--- src/sv/kmi_ram.sv ---
module kmi_ram #(
	parameter int WIDTH = 8,
	parameter int DEPTH = 16
) (
	input  logic                     clk,
	input  logic                     we,
	input  logic [$clog2(DEPTH)-1:0] waddr,
	input  logic [WIDTH-1:0]         wdata,
	input  logic [$clog2(DEPTH)-1:0] raddr,
	output logic [WIDTH-1:0]         rdata
);

	logic [WIDTH-1:0] mem [DEPTH];

	always_ff @(posedge clk) begin
		if (we) begin
			mem[waddr] <= wdata;
		end
		rdata <= mem[raddr];
	end

endmodule

--- config.mk ---
export PLATFORM = sky130hd
export DESIGN_NAME = kmi_ram
export DESIGN_NICKNAME = d
export VERILOG_FILES = /design/src/sv/kmi_ram.sv
export SDC_FILE = /design/constraint.sdc
export NUM_CORES = 1
export LEC_CHECK = 0
export ABC_AREA = 0
export ABC_CLOCK_PERIOD_IN_PS = 1600
export BUFFER_PORTS_ARGS = -buffer_cell sky130_fd_sc_hd__buf_2
export CAP_MARGIN = 5
export CELL_PAD_IN_SITES_DETAIL_PLACEMENT = 1
export CELL_PAD_IN_SITES_GLOBAL_PLACEMENT = 2
export CORE_ASPECT_RATIO = 1.1
export CORE_UTILIZATION = 43
export CTS_CLUSTER_DIAMETER = 60
export DETAILED_ROUTE_END_ITERATION = 7
export PLACE_DENSITY_LB_ADDON = 0.1
export SKIP_LAST_GASP = 1
export SLEW_MARGIN = 30
export SYNTH_ARGS = -nofsm -noshare
export SYNTH_HDL_FRONTEND = slang
export SYNTH_SLANG_ARGS = --single-unit
--- constraint.sdc ---
create_clock -name clk -period 1.6 [get_ports clk]
set_input_delay 0.16 -clock clk [delete_from_list [all_inputs] [get_ports clk]]
set_output_delay 0.16 -clock clk [all_outputs]
set_load 0.03 [all_outputs]
# After elaboration in Yosys (flattened, before gate mapping)

Memories as Yosys holds them, arrays and structs flattened. A register that Yosys moved wholly into a read port is not among the register bits.
Cells that the tools add are included.
W data, S select, Z words.

Muxes and demuxes: 2

Operators with widths:

| cell    | count |
|---|---|
| $mux W1 | 2 |

Register bits after elaboration: 0
RAM bits: 128
Input bits: 18
Logic and storage cells: 3
Memories: 1

Memories:

| memory | depth | width | rd ports | clocked after memory_dff | write ports | line | RTL |
|---|---|---|---|---|---|---|---|
| mem    | 16    | 8     | 1        | 1                        | 1           | 13   | `logic [WIDTH-1:0] mem [DEPTH];` |

# Depth between registers and ports, before layout

Gate-level depths: netlist of the first run.

Depth after elaboration: 2
Depth in mapped cells: 5
Mapped depth without buffers: 3

# Worst setup path before layout of the first run

Ideal clock, no wire load.

Kind: input-to-reg
From: in waddr[2]
To: mem mem[0][0], enable pin
Data arrival time: 1270 ps
Required time: 1217 ps
Setup slack: -53 ps
Cell stages on the path: 2
Cell sequence: or3b_2 -> nor3_1

RTL lines:

| item            | line | RTL |
|---|---|---|
| start, declared | 7    | `input logic [$clog2(DEPTH)-1:0] waddr,` |
| end, declared   | 13   |  |

No word-level cell before the write port.

==> summary.txt, run 1 <==
Status: finished, final reports clean
Insertion delay of the later-clocked pin in the worst-skew pair: 0.40 ns
Synth unique cells: 19
CP Capture Type: flip-flop
# IOs: 26
Critical Path RT: 1.88 ns
Initial core utilization: 44.60%
Most common cell after layout, fill and taps aside: edfxtp_1
DP HPWL: 6559 um
Final instance area: 6115 um^2
DR DRC count: 0
Layout cells sized above 1: 30.54%
Chip height: 116.8 um
Setup bufs post-CTS: 0
GRT Resource Usage Total: 17.50%
Largest net degree at the start of global routing: 33
PD cells: 1294 nW/um^2
Site row count: 41
Antenna viol nets, final: 0
Initial antenna violation count: 0
Pleak: 2.089 nW
Yosys reg bits: 136
Critical R2R Launch: mem[3][4]
Die area: 12410 um^2
Least-Margin Pin Slew: 0.8032 ns
Wire length per cell: 21.86 um
Min Tclk post-route: 1.337 ns
CP Launch Point: mem[3][4]
CP max-delay cell: mux4_2
Core area: 11540 um^2
RD Place Congestion: 0.7258
CP startpoint kind: flip-flop
Mean Syn Cell Area: 22.48 um^2
# H-tree levels: 4
# hold bufs at CTS: 0
Maximum VDD drop: 0.6353 mV
Final setup violation count: 0
Vias in the first global route: 2514
Nets: 303
Number of max-cap violations: 0
RSZ-0062 raised after global routing: no
Instance area after placement: 5582 um^2
Warnings, synthesis: 0
Cell Area, Synth: 5147 um^2
Via/cell ratio: 5.243
Die W: 106.3 um
# resized after CTS: 0
Yosys top cell by area: edfxtp_1
Slowest stage delay, CP: 0.46 ns
Top-area cell type share of the netlist area: 74.67%
DRT Wirelength: 9793 um
First-pass GRT wire length: 14930 um
Hold Fails Final Rpt: 0
TritonCTS clock tree: yes
Hold Path Class: in2reg
Hold Crit Start: wdata[6]
Area Growth Syn to Fin: 18.79%
Post-Syn Instances: 229
Via count: 2349
DRT iter0 DRCs: 129
Worst endpoint data arrival time: 1.62 ns
Ant. Diodes: 0
Crit Path Class: reg2reg
Total power: 7.911 mW
Clock transition at the registers of the reported paths: 0.05 ns
Register area share after synthesis: 77.78%
Rel. slew slack: 46.34%
Critical path cell sequence: mux4_2 -> a22oi_1 -> nand2_1
Mapped Nets: 247
Fin util: 52.98%
Critical path peak fanout: 1
Clock root buffer: clkbuf_16
Max-slew violation count: 0
# clock sinks: 136
Final setup TNS: 0 ns
Most frequent cells in the layout: edfxtp_1 (128), buf_2 (25), buf_4 (19)
Synth top area cells: edfxtp_1 (75%), mux4_2 (7.9%), mux4_1 (7.1%)
Fmax: 748.0 MHz
Skew final: 0.007443 ns
Port Buffers: 25
DRT Pass-1 Iters: 4
Global route total overflow: 0
Max clock buf depth: 2
Fin crit share: 83.56%
Cts bufs inserted: 17
Fillers: 1047
==> final cells by class <==
| class | count | area (um^2) | area share [%] |
|---|---|---|---|
| clock inverter | 6 | 53.80 | 0.8799 |
| timing repair buffer | 47 | 327.8 | 5.361 |
| tap | 150 | 187.7 | 3.069 |
| sequential | 136 | 4004 | 65.48 |
| multi-input combinational | 83 | 1062 | 17.37 |
| clock buffer | 26 | 479.2 | 7.837 |
==> through the flow <==
stage,setup slack (ns),hold slack [ns],instances
after global routing,0.1823,0.1383,448
after floorplan,0.1739,0.2589,229
after CTS,0.2510,0.1324,448
after global placement,0.04265,0.5423,416
final,0.2631,0.1377,448
after detailed placement,0.03414,0.5589,416
==> cells in the mapped netlist (all sizes together) <==
| cell | instances |
|---|---|
| edfxtp | 128 |
| mux4 | 32 |
| a22oi | 16 |
| nor2 | 13 |
| nand2 | 9 |
| dfxtp | 8 |
| buf | 7 |
| nor3 | 4 |
| clkdlybuf4s25 | 3 |
| nand2b | 2 |
| nand3b | 2 |
| and2 | 1 |
| and2b | 1 |
| nand3 | 1 |
| nor2b | 1 |
| or3b | 1 |
==> kinds of logic after synthesis <==
| logic type | synth area share (%) |
|---|---|
| AOI/OAI and AO/OA | 2.334 |
| buffers and inverters | 1.677 |
| muxes | 15.02 |
| DFF | 77.78 |
| and+or+nand+nor | 3.184 |
==> critical path: cells and delay by family, from the launching register on <==
kind | cells | cell delay [ns]
and+or+nand+nor | 1 | 0.08
muxes | 1 | 0.46
AOI/OAI and AO/OA | 1 | 0.32
DFF | 1 | 0.35
==> report_power, final <==
group	switching (mW)	leakage [nW]	internal [mW]
Sequential	0.0192	1.22	3.99
Clock	1.28	0.263	2.20
Combinational	0.252	0.602	0.167
Total	1.56	2.09	6.35
==> flip-flops by register name, indices dropped and copies added, names as in the netlist <==
| register | cells |
|---|---|
| mem | 128 |
| rdata | 8 |
==> path summary, 6_finish.rpt <==
check	to	slack (ns)	cells after the start
setup / recovery	rdata[4]	0.26	3
hold / removal	mem[2][6]	0.14	1
setup reg to reg	rdata[4]	0.26	3
hold reg to reg	rdata[7]	0.68	3
==> metal layers <==
| metal | vias up | wire (um) | global-route usage, % |
|---|---|---|---|
| li1 | 1087 | - | - |
| met1 | 1203 | 4635 | 23.06 |
| met2 | 47 | 4795 | 28.27 |
| met3 | 12 | 265 | 4.632 |
| met4 | 0 | 96 | 6.389 |
| met5 | - | 0 | 0 |
No activity file was read; power rests on OpenSTA's default activity.
==> run 2: changes to the inputs <==
Settings changed: ABC_CLOCK_PERIOD_IN_PS 1600 to 1230, CORE_UTILIZATION 43 to 44.
Clock period 1.6 ns to 1.23 ns, I/O delays scaled along.
==> run 2 against run 1 <==
  * The flow now finishes with violations (setup timing)
  * Cell count increased by 3.6%
  * Core utilization increased by 2.8 points
  * Die area decreased by 2.2%
  * Combinational power increased by 54%
  * Setup slack got worse by 0.36 ns
  * Register-to-register slack got worse by 0.36 ns
  * Maximum frequency increased by 1.0%
  * Critical endpoint unchanged
  * Largest power group unchanged
==> summary.txt, run 2 (synthesis gave the netlist of run 1 again) <==
Hold Path Class: in2reg
Cts bufs inserted: 17 (unchanged)
Antenna viol nets, final: 0 (unchanged)
DRT Wirelength: 11140 um (+14%)
Slowest stage delay, CP: 0.49 ns (+0.03 ns)
Vias in the first global route: 2573 (+2.3%)
Maximum VDD drop: 0.7216 mV (+14%)
Global route total overflow: 0 (unchanged)
DR DRC count: 0 (unchanged)
Port Buffers: 25 (unchanged)
CP max-delay cell: mux4_2
Rel. slew slack: 38.47% (-7.9 points)
First-pass GRT wire length: 16470 um (+10%)
Registers with the most flip-flops: mem: 128 flops, rdata: 8 flops
R2R cell count: 3 (unchanged)
Met1 Use GR: 27.29% (+4.2 points)
Status: complete, but fails checks
TritonCTS clock tree: yes
Initial core utilization: 45.00% (+0.40 points)
Hold Path Depth: 1 (unchanged)
Pleak: 2.156 nW (+3.2%)
Max-slew violation count: 0 (unchanged)
Fillers: 1001 (-4.4%)
GRT Resource Usage Total: 20.21% (+2.7 points)
# hold bufs at CTS: 0 (unchanged)
Insertion delay of the later-clocked pin in the worst-skew pair: 0.41 ns (about the same)
Most common cell after layout, fill and taps aside: edfxtp_1
Worst endpoint data arrival time: 1.61 ns (about the same)
Setup bufs post-CTS: 0 (unchanged)
Skew final: 0.005561 ns (-0.001882 ns)
Via count: 2503 (+6.6%)
Hold endpoint: mem[15][1]
CP Capture Type: flip-flop
Chip height: 115.4 um (-1.1%)
Die W: 105.1 um (-1.1%)
Pre-CTS WS: -0.4135 ns (-0.4477 ns)
Busiest grt layer: met2
Initial antenna violation count: 0 (unchanged)
Critical path cell sequence: mux4_2 -> a22oi_2 -> nand2_1
Clock transition at the registers of the reported paths: 0.06 ns (about the same)
PD cells: 1692 nW/um^2 (+31%)
Critical Path RT: 1.52 ns (-0.36 ns)
Met2 Use GR: 32.36% (+4.1 points)
Min Tclk post-route: 1.323 ns (-0.01372 ns)
Site row count: 41 (unchanged)
Fin crit share: 107.6% (+24 points)
Met3 GRT Util: 5.568% (+0.94 points)
Core area: 11440 um^2 (-0.89%)
RD Place Congestion: 0.7181 (-1.1%)
Fmax: 755.7 MHz (+1.0%)
DRT iter0 DRCs: 213 (+65%)
Largest register FFs: 128 (unchanged)
Crit Path Class: reg2reg
# clock sinks: 136 (unchanged)
Layout cells sized above 1: 42.99% (+12 points)
Nets: 319 (+5.3%)
R2r setup slk: -0.09 ns (-0.36 ns)
Via/cell ratio: 5.394 (+2.9%)
Area Growth Syn to Fin: 24.02%
# H-tree levels: 4 (unchanged)
Ant. Diodes: 0 (unchanged)
Fin util: 55.80% (+2.8 points)
Largest Register: mem
Number of max-cap violations: 0 (unchanged)
Worst r2r dst: rdata[4]
Largest net degree at the start of global routing: 19 (-42%)
Hold Crit Start: wdata[1]
# IOs: 26 (unchanged)
DRT Pass-1 Iters: 4 (unchanged)
Die area: 12140 um^2 (-2.2%)
Final setup violation count: 7 (+7)
Max clock buf depth: 2 (unchanged)
CP startpoint kind: flip-flop
Wire length per cell: 24.01 um (+9.8%)
Most frequent cells in the layout: edfxtp_1 (128), buf_4 (29), mux4_2 (28)
Clock root buffer: clkbuf_16
Critical path peak fanout: 1 (unchanged)
Critical R2R Launch: mem[10][4]
RSZ-0062 raised after global routing: yes
Least-Margin Pin Slew: 0.9210 ns (+0.1178 ns)
DP HPWL: 7220 um (+10%)
Violated checks: setup timing
Hold Fails Final Rpt: 0 (unchanged)
Final WS setup: -0.09322 ns (-0.3563 ns)
-- run 2: cell count changes in the layout (fill, tap and decap cells not counted), moves of 4 or more --
| cell | delta |
|---|---|
| inv_6 | +4 |
| clkbuf_1 | -6 |
| clkinvlp_4 | +5 |
| buf_12 | +6 |
| clkinv_2 | -4 |
| a22oi_2 | +7 |
| a22oi_1 | -7 |
| mux4_1 | -10 |
| mux4_2 | +10 |
| buf_4 | +10 |
-- run 2: worst max path at each step --
stage | from | to | slack (ns)
2_1_floorplan | raddr[0] | rdata[1] | -0.03
3_3_place_gp | raddr[0] | rdata[4] | -0.42
3_5_place_dp | raddr[0] | rdata[4] | -0.41
4_1_cts | mem[11][4] | rdata[4] | -0.17
5_1_grt | mem[11][4] | rdata[4] | -0.15
6_report | mem[10][4] | rdata[4] | -0.09
-- run 2: area by class of cell --
| cell class | instances | area [um^2] | area share, % |
|---|---|---|---|
| clock inverters | 14 | 148.9 | 2.332 |
| flip-flops and latches | 136 | 4004 | 62.72 |
| multi-input cells | 83 | 1091 | 17.09 |
| well taps | 150 | 187.7 | 2.940 |
| repair buffers | 63 | 523.0 | 8.193 |
| clock buffers | 18 | 429.2 | 6.723 |
-- run 2: critical path: cells and delay by family (launching register included) --
| kind | cells | cell delay [ns] |
|---|---|---|
| AO/OA/AOI/OAI | 1 | 0.25 |
| multiplexers | 1 | 0.49 |
| AND/OR/NAND/NOR | 1 | 0.10 |
| flip-flops | 1 | 0.37 |
-- run 2: report_power, final --
part           internal (mW)  total (mW)  switching, mW
registers               5.18        5.22         0.0378
clock network           2.99        4.94           1.94
logic                  0.278       0.644          0.366
total                   8.45        10.8           2.35
-- run 2: per-stage QoR --
stage	area (um^2)	hold slack (ns)	instances	setup TNS, ns	power, mW
final	6384	0.09828	464	-0.3042	10.80
after global routing	6384	0.09927	464	-0.8116	11.13
after CTS	6382	0.09344	464	-0.5621	10.90
after detailed placement	5808	0.5322	432	-6.439	5.952
after global placement	5808	0.5198	432	-5.392	5.937
after floorplan	5191	0.2219	229	-0.1969	5.633
-- run 2: layer usage --
metal  routed length [um]  share of wire [%]  vias up
li1                     -                  -     1108
met1                 4880                 44     1322
met2                 5567                 50       66
met3                  588                5.3        7
met4                  103               0.92        0
met5                    0                  0        -
-- run 2: timing repair --
item	in CTS	in global routing
endpoints found under the setup margin	8	8
pin swaps	5	2
resized for setup	15	2
