===== config.mk =====
export PLATFORM = sky130hd
export DESIGN_NAME = kmi_lerp
export DESIGN_NICKNAME = d
export VERILOG_FILES = /design/src/sv/kmi_pkg.sv /design/src/sv/kmi_lerp.sv
export SDC_FILE = /design/constraint.sdc
export NUM_CORES = 1
export LEC_CHECK = 0
export BUFFER_PORTS_ARGS = -buffer_cell sky130_fd_sc_hd__buf_2
export CORE_UTILIZATION = 55
export DETAILED_ROUTE_END_ITERATION = 10
export PLACE_DENSITY_LB_ADDON = 0.08
export SKIP_CTS_REPAIR_TIMING = 1
export SLEW_MARGIN = 20
export SYNTH_ARGS = -nofsm -noshare
export SYNTH_HDL_FRONTEND = slang
export SYNTH_SLANG_ARGS = --single-unit
export TNS_END_PERCENT = 20

===== constraint.sdc =====
create_clock -name clk -period 13.9 [get_ports clk]
set_input_delay 2.085 -clock clk [delete_from_list [all_inputs] [get_ports clk]]
set_output_delay 2.085 -clock clk [all_outputs]
set_load 0.02 [all_outputs]

===== src/sv/kmi_pkg.sv =====
package kmi_pkg;

	localparam int ANG_W  = 17;
	localparam int TIME_W = 24;
	localparam int LEN_W  = 16;
	localparam int POS_W  = 16;

	localparam logic [TIME_W-1:0] TIME_MAX = 24'hFF_FFFF;

	typedef logic [1:0] cmd_t;
	localparam cmd_t CMD_APPEND = 2'd0;
	localparam cmd_t CMD_LOCATE = 2'd1;
	localparam cmd_t CMD_QUERY  = 2'd2;
	localparam cmd_t CMD_NONE   = 2'd3;

	typedef logic [2:0] status_t;
	localparam status_t STS_OK        = 3'd0;
	localparam status_t STS_NO_MOVES  = 3'd1;
	localparam status_t STS_BEFORE    = 3'd2;
	localparam status_t STS_PAST_END  = 3'd3;
	localparam status_t STS_FULL      = 3'd4;
	localparam status_t STS_NO_LOCATE = 3'd5;

	typedef struct packed {
		logic signed [ANG_W-1:0] angle;
		logic [TIME_W-1:0]       end_t;
		logic [LEN_W-1:0]        len;
		logic signed [POS_W-1:0] x;
		logic signed [POS_W-1:0] z;
		logic signed [POS_W-1:0] y;
	} move_word_t;

	localparam int MOVE_W = $bits(move_word_t);

	typedef struct packed {
		logic                    start;
		logic signed [ANG_W-1:0] b;
		logic signed [ANG_W-1:0] e;
		logic [LEN_W-1:0]        dt;
		logic [LEN_W-1:0]        span;
	} lerp_req_t;

endpackage


===== src/sv/kmi_lerp.sv =====
module kmi_lerp (
	input  logic                                   clk,
	input  logic                                   arst_n,
	input  kmi_pkg::lerp_req_t                     req,
	output logic                                   done,
	output logic signed [kmi_pkg::ANG_W-1:0]       res
);

	localparam int DIFF_W = kmi_pkg::ANG_W + 1;
	localparam int PROD_W = DIFF_W + kmi_pkg::LEN_W + 1;
	localparam int MAG_W  = PROD_W - 1;
	localparam int DVD_W  = MAG_W + 2;
	localparam int DIV_W  = kmi_pkg::LEN_W + 1;
	localparam int CNT_W  = $clog2(DVD_W + 1);
	localparam int Q_W    = DIFF_W + 1;

	localparam logic [1:0] L_IDLE = 2'd0;
	localparam logic [1:0] L_MUL  = 2'd1;
	localparam logic [1:0] L_DIV  = 2'd2;
	localparam logic [1:0] L_FIN  = 2'd3;

	logic [1:0]                        lst_q;
	logic signed [kmi_pkg::ANG_W-1:0]  b_q;
	logic signed [DIFF_W-1:0]          diff_q;
	logic [kmi_pkg::LEN_W-1:0]         dt_q;
	logic [kmi_pkg::LEN_W-1:0]         span_q;
	logic                              neg_q;
	logic [DVD_W-1:0]                  dvd_q;
	logic [DIV_W-1:0]                  rem_q;
	logic [CNT_W-1:0]                  cnt_q;
	logic                              done_q;
	logic signed [kmi_pkg::ANG_W-1:0]  res_q;

	logic signed [PROD_W-1:0] prod_w;
	logic [PROD_W-1:0]        abs_w;
	logic [DIV_W:0]           rem_n;
	logic [DIV_W-1:0]         div_w;
	logic                     qbit_w;
	logic [Q_W:0]             qpos_w;
	logic signed [Q_W:0]      qsig_w;
	logic signed [Q_W:0]      sum_w;

	always_comb begin
		prod_w = PROD_W'(diff_q) * $signed({1'b0, dt_q});
		abs_w  = prod_w[PROD_W-1] ? PROD_W'(-prod_w) : PROD_W'(prod_w);
		div_w  = {span_q, 1'b0};
		rem_n  = {rem_q, dvd_q[DVD_W-1]};
		qbit_w = rem_n >= {1'b0, div_w};
		qpos_w = {1'b0, dvd_q[Q_W-1:0]};
		qsig_w = neg_q ? -$signed(qpos_w) : $signed(qpos_w);
		sum_w  = (Q_W+1)'(b_q) + qsig_w;
	end

	always_ff @(posedge clk or negedge arst_n) begin
		if (!arst_n) begin
			lst_q  <= L_IDLE;
			done_q <= 1'b0;
		end else begin
			done_q <= (lst_q == L_FIN);
			case (lst_q)
				L_IDLE: begin
					if (req.start) begin
						lst_q <= (req.span == '0) ? L_FIN : L_MUL;
					end
				end
				L_MUL: lst_q <= L_DIV;
				L_DIV: begin
					if (cnt_q == CNT_W'(1)) begin
						lst_q <= L_FIN;
					end
				end
				L_FIN: lst_q <= L_IDLE;
				default: lst_q <= L_IDLE;
			endcase
		end
	end

	always_ff @(posedge clk) begin
		case (lst_q)
			L_IDLE: begin
				b_q    <= req.b;
				diff_q <= DIFF_W'(req.e) - DIFF_W'(req.b);
				dt_q   <= req.dt;
				span_q <= req.span;
				neg_q  <= 1'b0;
				dvd_q  <= '0;
			end
			L_MUL: begin
				neg_q <= diff_q[DIFF_W-1];
				dvd_q <= {abs_w[MAG_W-1:0], 1'b0} + DVD_W'(span_q);
				rem_q <= '0;
				cnt_q <= CNT_W'(DVD_W);
			end
			L_DIV: begin
				rem_q <= qbit_w ? DIV_W'(rem_n - {1'b0, div_w}) : DIV_W'(rem_n);
				dvd_q <= {dvd_q[DVD_W-2:0], qbit_w};
				cnt_q <= cnt_q - CNT_W'(1);
			end
			L_FIN: res_q <= kmi_pkg::ANG_W'(sum_w);
			default: ;
		endcase
	end

	assign done = done_q;
	assign res  = res_q;

endmodule


# Yosys cells after proc, flatten, opt, wreduce, memory -nomap -nowiden
# Cells that the tools add are included.
# op_classes
addsub	7
multipliers	1
n_div	0
n_lt_le_gt_ge	1
eq_ne	6
n_shift	0
n_mux	11
bitwise_logic	0
reduce_logical	6
# op_table
cell	count
$pmux 36 s3	1
$add 35x16->36	1
$mul 18x17->35	1
$mux 17	2
$mux 34	1
$neg 34->34	1
$pmux 17 s2	1
$ge 18x17->1	1
$sub 17x17->18	1
$add 17x17->17	1
$neg 17->17	1
$sub 17x17->17	1
$logic_not 16->1	1
$pmux 6 s2	1
$pmux 2 s4	1
$eq 6x1->1 const B	1
$mux 2	3
$sub 6x1->6 const B	1
$eq 2x2->1 const B	2
$ne 2x2->1 const B	2
$reduce_bool 2->1	2
$reduce_bool 3->1	1
$eq 2x1->1 const B	1
$logic_not 2->1	1
other kinds (2)	2
# totals
reg_bits	147
latch_bits	0
mem_bits_rw	0
romBits	0
in_bits	69
out_inout_bits	18
wordCells	43
n_memories	0

# Longest topological paths before layout
# logic_depth
ltp_word	5
depth_mapped	39
depth_no_buf	35

# Least setup slack after synthesis
# No wires, ideal clock.
# synth_timing
path_kind	register to register
start	reg dt_q[2] (netlist bit)
end	reg dvd_q[30], data pin
arrival_time_ns	9.408
required_ns	13.633
slack_ns	4.224
path_stages_with_launch	36
path_buffers	2
synth_period_minus_slack_ns	9.676
cell_sequence	edfxtp_1 > clkbuf_1 > nand2_1 > inv_1 > fa_1 > inv_1 > fa_1 > inv_1 > fa_1 > fa_1 > fa_1 > inv_1 > fa_1 > inv_1 > ha_1 > a21oi_1 > o21ai_0 > a221o_1 > a221o_1 > nor3_1 > nor2_1 > clkbuf_1 > o21ai_0 > ha_1 > a21o_1 > a21o_1 > a2111oi_0 > o31ai_1 > a21o_1 > a2111oi_0 > o21a_1 > nand4bb_1 > nor4_2 > nand3_1 > xor2_1 > o21ai_0
# synth_between
elab_chain_cells	5
# synth_lines
item	line	source
start: declaration	kmi_lerp.sv:25	logic [kmi_pkg::LEN_W-1:0] dt_q;
start signal: assignment	kmi_lerp.sv:83	dt_q <= req.dt;
$mul 18x17->35 (*)	kmi_lerp.sv:44	prod_w = PROD_W'(diff_q) * $signed({1'b0, dt_q});
$neg 34->34	kmi_lerp.sv:45	abs_w = prod_w[PROD_W-1] ? PROD_W'(-prod_w) : PROD_W'(prod_w);
$mux 34 (*)	kmi_lerp.sv:45	
$add 35x16->36 (*)	kmi_lerp.sv:90	dvd_q <= {abs_w[MAG_W-1:0], 1'b0} + DVD_W'(span_q);
$pmux 36 s3 (*)	kmi_lerp.sv:79	case (lst_q)
end signal: assignment	kmi_lerp.sv:90	
end signal: assignment	kmi_lerp.sv:96	dvd_q <= {dvd_q[DVD_W-2:0], qbit_w};
end: declaration	kmi_lerp.sv:28	logic [DVD_W-1:0] dvd_q;
# Every way passes the cells marked *; elsewhere a longest branch is shown, timed or not.
# A chain may end at the register's enable or synchronous reset.

# Worst setup path after layout
# layout_timing
start	reg diff_q[17]
end	reg dvd_q[28], data pin
# layout_between
elab_chain_cells	5
# layout_lines
item	line	source
start: declaration	kmi_lerp.sv:24	logic signed [DIFF_W-1:0] diff_q;
start signal: assignment	kmi_lerp.sv:82	diff_q <= DIFF_W'(req.e) - DIFF_W'(req.b);
$mul 18x17->35 (*)	kmi_lerp.sv:44	
$neg 34->34	kmi_lerp.sv:45	
$mux 34 (*)	kmi_lerp.sv:45	
$add 35x16->36 (*)	kmi_lerp.sv:90	
$pmux 36 s3 (*)	kmi_lerp.sv:79	
# Marks and branches as above.

==> impl_metrics.json <==
{
  "status": "completed",
  "post-route-period-util": 0.781,
  "post-dp-hpwl_mm": 41.8,
  "synth_top_area_share": 0.274,
  "path_clk_slew_ps": 80,
  "ys_warn_count": 0,
  "worst-r2r-cell-count": 34,
  "finClkSkew_ps": 21.6,
  "synthXorXnorAreaFrac": 0.0540,
  "die_y_um": 201,
  "rsz0062_at_grt": "no",
  "start_util": 0.560,
  "drc": 0,
  "finalMaxSlewViolations": 0,
  "synthAdderAreaFrac": 0.367,
  "async_flop_share": 0.0204,
  "area_delta_synth_final_pct": 6.37,
  "synth_area_leaders": "fa_1, edfxtp_1, ha_1, inv_1, and2_1",
  "synth-edff-count": 144,
  "crit_type": "reg -> reg",
  "grt_pass1_vias": 17200,
  "yosys.area.top_type": "fa_1",
  "cts-root-buf": "clkbuf_16",
  "critPathCapture": "dvd_q[28]",
  "period_minus_slack_ps": 10850,
  "vias": 16400,
  "syn_area_um2": 21700,
  "cp.arrival_ps": 11060,
  "crit_path_start": "diff_q[17]",
  "slew_headroom": 0.276,
  "fp.dieArea_um2": 40200,
  "clock-sinks": 147,
  "fp.dieW_um": 201,
  "register_area_um2": 4400,
  "drive_gt1_frac": 0.0625,
  "io_buffers": 86,
  "path_depth": 34,
  "fmax_mhz": 92.1,
  "grt_pass1_wl_mm": 88.6,
  "tns_ps": 0,
  "synth_nets": 2867,
  "grt_usage": 0.282,
  "synth-simple-area-share": 0.163,
  "crit_top_cell": "fa_1",
  "ant_nets": 0,
  "drt-pass1-iter-count": 5,
  "hp-class": "reg -> reg",
  "grt_max_degree": 63,
  "layout_commonest_cell": "inv_1",
  "synth_flop_cell": "edfxtp_1",
  "synth_top_family_by_area": "adder cells",
  "final_cell_mix": "inv_1, fa_1, nand2_1",
  "fillers": 3394,
  "postLayoutCellArea_um2": 23100,
  "cp_slowest_cell": "fa_1",
  "nets": 2900,
  "end_kind": "register",
  "avgSynthCellArea_um2": 9.28,
  "synth_mux_area_frac": 0.00404,
  "grt_antenna_before_repair": 0,
  "wl_mm": 52.5,
  "critPathRequiredTime_ps": 14110,
  "cpPeakStageDelay_ps": 730,
  "clock_path_buffers": 2,
  "synth_compound_area_frac": 0.115,
  "overflow": 0,
  "cap_violations": 0,
  "syn_inst": 2339,
  "drtIter0Drc": 1089,
  "setup-violations-final": 0,
  "placed_area_um2": 22500,
  "ys_seq_area_frac": 0.203,
  "vias_per_cell": 5.64,
  "r2r_end": "dvd_q[28]",
  "worstReg2RegStart": "diff_q[17]",
  "worst_pin_slew_ps": 1080,
  "synth_cell_types": 84,
  "crit_path_max_fanout": 17,
  "wl_per_cell_um": 18.1,
  "core_um2": 38700,
  "cp_top_family": "compound AO/OA/AOI/OAI gates",
  "cts_tree": "done",
  "ys_seq_elements": 147,
  "multi_input_area_um2": 15300,
  "hold_viol": 0,
  "h-tree-depth": 4,
  "num_io_pins": 87,
  "cts-buffers-inserted": 17,
  "r2r_slack_ps": 3050,
  "clock_latency_ps": 480,
  "row_count": 72,
  "startpoint_type": "register",
  "critPathBufInv": 6,
  "gp_congestion": 0.854
}
worst min path at each step:
stage	cells past startpoint	startpoint	to	slack, ps
after floorplan	2	dvd_q[23]	dvd_q[24]	490
after global placement	2	dvd_q[25]	dvd_q[26]	500
after detailed placement	2	dvd_q[29]	dvd_q[30]	520
after CTS	2	dvd_q[29]	dvd_q[30]	520
after global routing	2	dvd_q[28]	dvd_q[29]	560
final	2	dvd_q[29]	dvd_q[30]	510
cell usage after synthesis, types with 9 or more instances:
cell,number
o21ai_0,76
nor4_1,20
edfxtp_1,144
or3_1,15
nor3_1,32
a22oi_1,23
nand2b_1,9
o31ai_1,16
o21bai_1,16
ha_1,162
fa_1,297
nand2_1,241
a31oi_1,10
nand3_1,44
a21boi_0,11
nand4_1,14
xor2_1,33
inv_1,454
clkbuf_1,66
xnor2_1,99
o21a_1,10
nor2_1,88
a211oi_1,12
and2_1,164
a21o_1,32
nor2b_1,14
a21oi_1,71
tightest hold or removal path: stages (launching register included):
cell      delay [ps]
edfxtp_1         320
nand2_1           40
o21ai_0           60
flip-flops by register name, summed over array words and instances (netlist names):
signal and count:
b_q 17, lst_q 2, dt_q 16, diff_q 18, dvd_q 36, rem_q 17
neg_q 1, span_q 16, done 1, res 17, cnt_q 6
through the flow:
step           worst slack (ps)  utilization  instances  hold slack (ps)
3_5_place_dp               3140        0.581       2871              516
3_3_place_gp               3480        0.581       2871              505
2_1_floorplan              4220            -       2339              495
4_1_cts                    3100        0.596       2903              519
6_report                   3050        0.596       2904              513
5_1_grt                    2370        0.596       2903              559
area by class of cell:
class	count	area share
Sequential cell	147	0.191
Timing Repair Buffer	93	0.0209
Clock buffer	19	0.0188
Antenna cell	1	0.000108
Clock inverter	13	0.00542
Tap cell	518	0.0281
Multi-Input combinational cell	1659	0.662
Inverter	454	0.0738
metal layers:
layer / part of all wire / vias up / wire [µm] / GRT usage
li1: - / 7711 / - / -
met1: 0.44 / 8124 / 23100 / 0.381
met2: 0.47 / 465 / 24900 / 0.464
met3: 0.062 / 69 / 3240 / 0.0446
met4: 0.024 / 0 / 1260 / 0.0913
met5: 0 / - / 0 / 0
cell families (layout without fill, tap and decap cells):
family / count (synthesis) / after routing
AOI/OAI and AO/OA: 364 / 364
xor gates and xnor gates: 133 / 133
adders and majority gates: 459 / 459
buffers and inverters: 533 / 579
DFF: 147 / 147
muxes: 8 / 8
other: 0 / 1
and+or+nand+nor: 695 / 695
Power is not shown: default switching activity piles up to over one toggle a cycle in this logic, so the estimate is an artifact.
